[src/rtl/aesd_ram.sv]
`default_nettype none
module aesd_ram #(
  parameter int WIDTH = 64,
  parameter int DEPTH = 16
) (
  input  wire logic                     clk,
  input  wire logic                     we,
  input  wire logic [$clog2(DEPTH)-1:0] waddr,
  input  wire logic [WIDTH-1:0]         wdata,
  input  wire logic [$clog2(DEPTH)-1:0] raddr,
  output logic      [WIDTH-1:0]         rdata
);

  logic [WIDTH-1:0] mem [DEPTH];

  always_ff @(posedge clk) begin
    if (we) mem[waddr] <= wdata;
    rdata <= mem[raddr];
  end

endmodule
`default_nettype wire

[config.mk]
export PLATFORM = sky130hd
export DESIGN_NAME = aesd_ram
export DESIGN_NICKNAME = d
export VERILOG_FILES = /design/src/rtl/aesd_ram.sv
export SDC_FILE = /design/constraint.sdc
export NUM_CORES = 1
export LEC_CHECK = 0
export BUFFER_PORTS_ARGS = -buffer_cell sky130_fd_sc_hd__buf_4
export CELL_PAD_IN_SITES_DETAIL_PLACEMENT = 0
export CELL_PAD_IN_SITES_GLOBAL_PLACEMENT = 2
export CORE_MARGIN = 2
export CORE_UTILIZATION = 45
export DETAILED_ROUTE_END_ITERATION = 10
export PLACE_DENSITY_LB_ADDON = 0.1
export SLEW_MARGIN = 20
export SYNTH_ARGS = -nofsm -noshare
export SYNTH_HDL_FRONTEND = slang
export SYNTH_SLANG_ARGS = --single-unit
export TNS_END_PERCENT = 10
[constraint.sdc]
create_clock -name clk -period 6.45 [get_ports clk]
set_clock_uncertainty 0.1 [all_clocks]
set_input_delay 0.645 -clock clk [delete_from_list [all_inputs] [get_ports clk]]
set_output_delay 0.645 -clock clk [all_outputs]
set_load 0.02 [all_outputs]
# After elaboration in Yosys (flattened, before gate mapping)
# Memory sizes are Yosys's and may differ from the RTL's. A register that Yosys moved wholly into a read port is not among the register bits.
# Cells that the tools add are included.
# word_totals
register_bits	0
ramBits	1024
input_bits	74
out_inout_bits	64
n_memories	1
# op_classes
n_mux	2
# memory_table
memory	words	width	read_ports	rd_clocked_by_memory_dff	wr	line	text
mem	16	64	1	1	1	14	logic [WIDTH-1:0] mem [DEPTH];
# ops
op	count
two-way mux 1 bit	2

# Logic depth before layout (Yosys ltp)
# depth
word_depth	2
ltp_mapped	6
mapped_depth_nobuf	3

# Least setup slack after synthesis
# Ideal clock, no wire load.
# synth_timing
kind	input to register
start	input port waddr[2]
end	memory mem[0][0] (enable)
setup_ns	0.565
arrival_ns	5.508
t_required_ns	5.785
slack_ns	0.276
cell_stages	2
n_path_buf	0
cell_sequence	or3b_2 nor3_1
# synth_lines
element	line	text
start, declared	8	input wire logic [$clog2(DEPTH)-1:0] waddr,
end, declared	14	
# Straight into the memory's write port.

# Final worst setup path
# layout_timing
start	input port waddr[2]
end	memory mem[11][26] (enable)
# Straight into the memory's write port.

==> impl_results.md <==
- Status: complete, no violations
- Setup_tns: 0 ns
- Worst R2R End: rdata[29]
- Placer Congestion: 0.703
- Placeable core area: 87000 um^2
- Slowest-stage cell, CP: nor2_4
- Yosys warns: 0
- Vias per inst: ~5.6
- Hold Path Sink: mem[15][1]
- Worst vdd ir: 223 uV
- Die ar.: 90300 um^2
- Clock buffer depth: 3
- Post-Place Cells: ~2900
- Share of synthesized registers carrying an async set or reset: 0%
- DP Area: ~42000 um^2
- Fraction of layout cells with a size suffix above 1: 31.3%
- Post-CTS Hold Fix Bufs: 0
- Post-route setup slack: 3.74 ns
- Max-Cap Viols: 0
- Via count: 17500
- Slew HR: 31.9%
- Min-Delay Path Class: in -> reg
- Mux contribution to synthesized area: about 15%
- Hold path depth: 1
- DR WL/cell: between 20 and 30 um
- # IOs: 138
- Die height: 301 um
- Mapped Nets: 1721
- Min-Delay Startpoint: wdata[1]
- Crit start category: primary input
- Most frequent cells in the layout: edfxtp_1, mux4_2, buf_4, a22oi_1, clkbuf_16
- Post-Synth XOR/XNOR Area: 0%
- Reg2Reg Setup Slack: 4.93 ns
- LEAKAGE: 14.6 nW
- CP Cell Sequence: buf_4 -> nand3b_1 -> nor2_4 -> buf_4
- Pwr Density: 325 nW/um^2
- Post-route ant nets: 0
- GRT overflow: 0
- Hold slack final: 0.173 ns
- Largest net degree at the start of global routing: 100
- First-pass GRT wire length: 127000 um
- Port bufs: around 140
- Num Clock Sinks: 1088
- CTS resizes: 0
- Post-detail-place hpwl: 42700 um
- Initial antenna violation count: 3
- Fmax: 370 MHz
- Latest clock arrival within the worst-skew pair: 0.67 ns
- CTS Buf Count: 111
- Post-Synthesis Cells: 1647
- Nets: 1924
- Post-synth EDFFs: 1024
- FILL cells: 6755
- Post-synthesis compound-gate area fraction: 2.43%
- Initial DRC count: 1435
- Simple logic cell fraction of the synthesized area: 0.942%
- Arrival time worst endpoint: around 2.9 ns
- Final Instance Count excl. Fillers: slightly above 3000
- Crit. End Element: flop
- Tcrit/Tclk final: a little over two fifths
- Setup Fix Bufs, Post-CTS: 0
- Fin crit period: around 2.7 ns
- Flops & latches, synth: 1088
- CP required: 6.62 ns
- Clock transition at the registers of the reported paths: 0.06 ns
- Most frequent CP cell: buf_4
- Most common cell after layout, fill and taps aside: edfxtp_1
- CTS root buf: clkbuf_16
- Fin area: 45600 um^2
- Max incr delay on CP: 0.85 ns
- FF-to-FF path depth: 3
- Avg Inst Size Synth: approximately 24 um^2
- Critical path class: in -> reg
- DRT Wirelength: between 80000 and 90000 um
- Pins Over Slew Limit: 0
- DRC Markers: 0
- CTS tree: built
- Htree depth: 3
- Starting density of the core: 45.5%
- DIE WIDTH: 301 um
- Vias in the first global route: 19000
- TritonRoute pass-1 iters: 5
- Mapped cell area: 39600 um^2
- RSZ-0062 raised after global routing: no
- Reg2reg start: mem[3][29]
- GRT Util Overall: 19.3%
- Area Growth Syn to Fin: 15.2%
- Actual slew at the worst max-slew pin: 1.02 ns
- Final Hold Fails: 0
- Post-Synth Adder-Cell Area: 0%
- Core Rows: 108
- Place WS: 3.04 ns
- Register area share after synthesis: approximately four fifths
- CP Max Fanout: 44
- Largest family of logic cells by synthesized area: multiplexers
- Count of cell types in the netlist: 18
- Final count of negative-setup-slack endpoints: 0
- Ys flop type: edfxtp_1
==> sequential cells by signal, summed over array words and instances (netlist names) <==
name,flops
mem,1024
rdata,64
==> cell type report <==
class	count	area (um^2)	share of cell area (%)
clock buffer	147	3040	6.65
timing repair buffer	174	1430	3.14
clock inverter	58	433	0.949
tap	1155	1450	3.17
antenna	1	2.50	0.00549
multi-input combinational	475	7230	15.9
sequential	1088	32000	70.2
==> routing by layer <==
layer  global-route usage (%)  up-vias  wire (um)
met2                     31.6      401      42700
met1                     27.8     9523      37800
li1                         -     7460          -
met4                     4.64        2       1410
met5                        0        -         13
met3                     2.84      106       4050
==> kinds of logic after synthesis <==
family          count (synthesis)
buf+inv                        84
flops                        1088
compound gates                128
mux                           256
simple gates                   91
==> where the power goes <==
group / internal [mW] / total [mW] / switching, mW
clock network: 3.53 / 6.08 / 2.56
registers: 7.90 / 7.96 / 0.0538
logic: 0.313 / 0.762 / 0.449
total: 11.7 / 14.8 / 3.06
==> worst max path at each step <==
stage / from / end / slack, ns / depth (start not counted)
2_1_floorplan: waddr[2] / mem[0][0] / 0.28 / 2
3_3_place_gp: waddr[2] / mem[11][39] / 3.09 / 4
3_5_place_dp: waddr[2] / mem[11][23] / 3.04 / 4
4_1_cts: waddr[2] / mem[11][30] / 3.73 / 4
5_1_grt: waddr[2] / mem[11][26] / 3.66 / 4
6_report: waddr[2] / mem[11][26] / 3.74 / 4
==> worst max-delay path: cells and delay by family <==
kind	cells	cell delay (ns)
simple gates	2	1.24
buf+inv	2	0.95
==> stage by stage <==
| stage | util [%] | total power [mW] |
|---|---|---|
| detailed placement | 48.4 | 8.89 |
| finish | 52.4 | 14.8 |
| global placement | 48.4 | 8.88 |
| CTS | 52.4 | 15.0 |
| floorplan | - | 8.53 |
| global route | 52.4 | 15.3 |
==> cells in the mapped netlist, types with 4 or more instances <==
library cell	instances	area [um^2]
a22oi_1	128	961
buf_1	16	60.1
buf_2	13	65.1
buf_4	6	45.0
buf_6	13	146
clkbuf_1	36	135
dfxtp_1	64	1280
edfxtp_1	1024	30700
mux4_2	256	5770
nand2_1	65	244
nor2_1	13	48.8
nor3_1	4	20.0
Power figures use the tool's default switching activity.
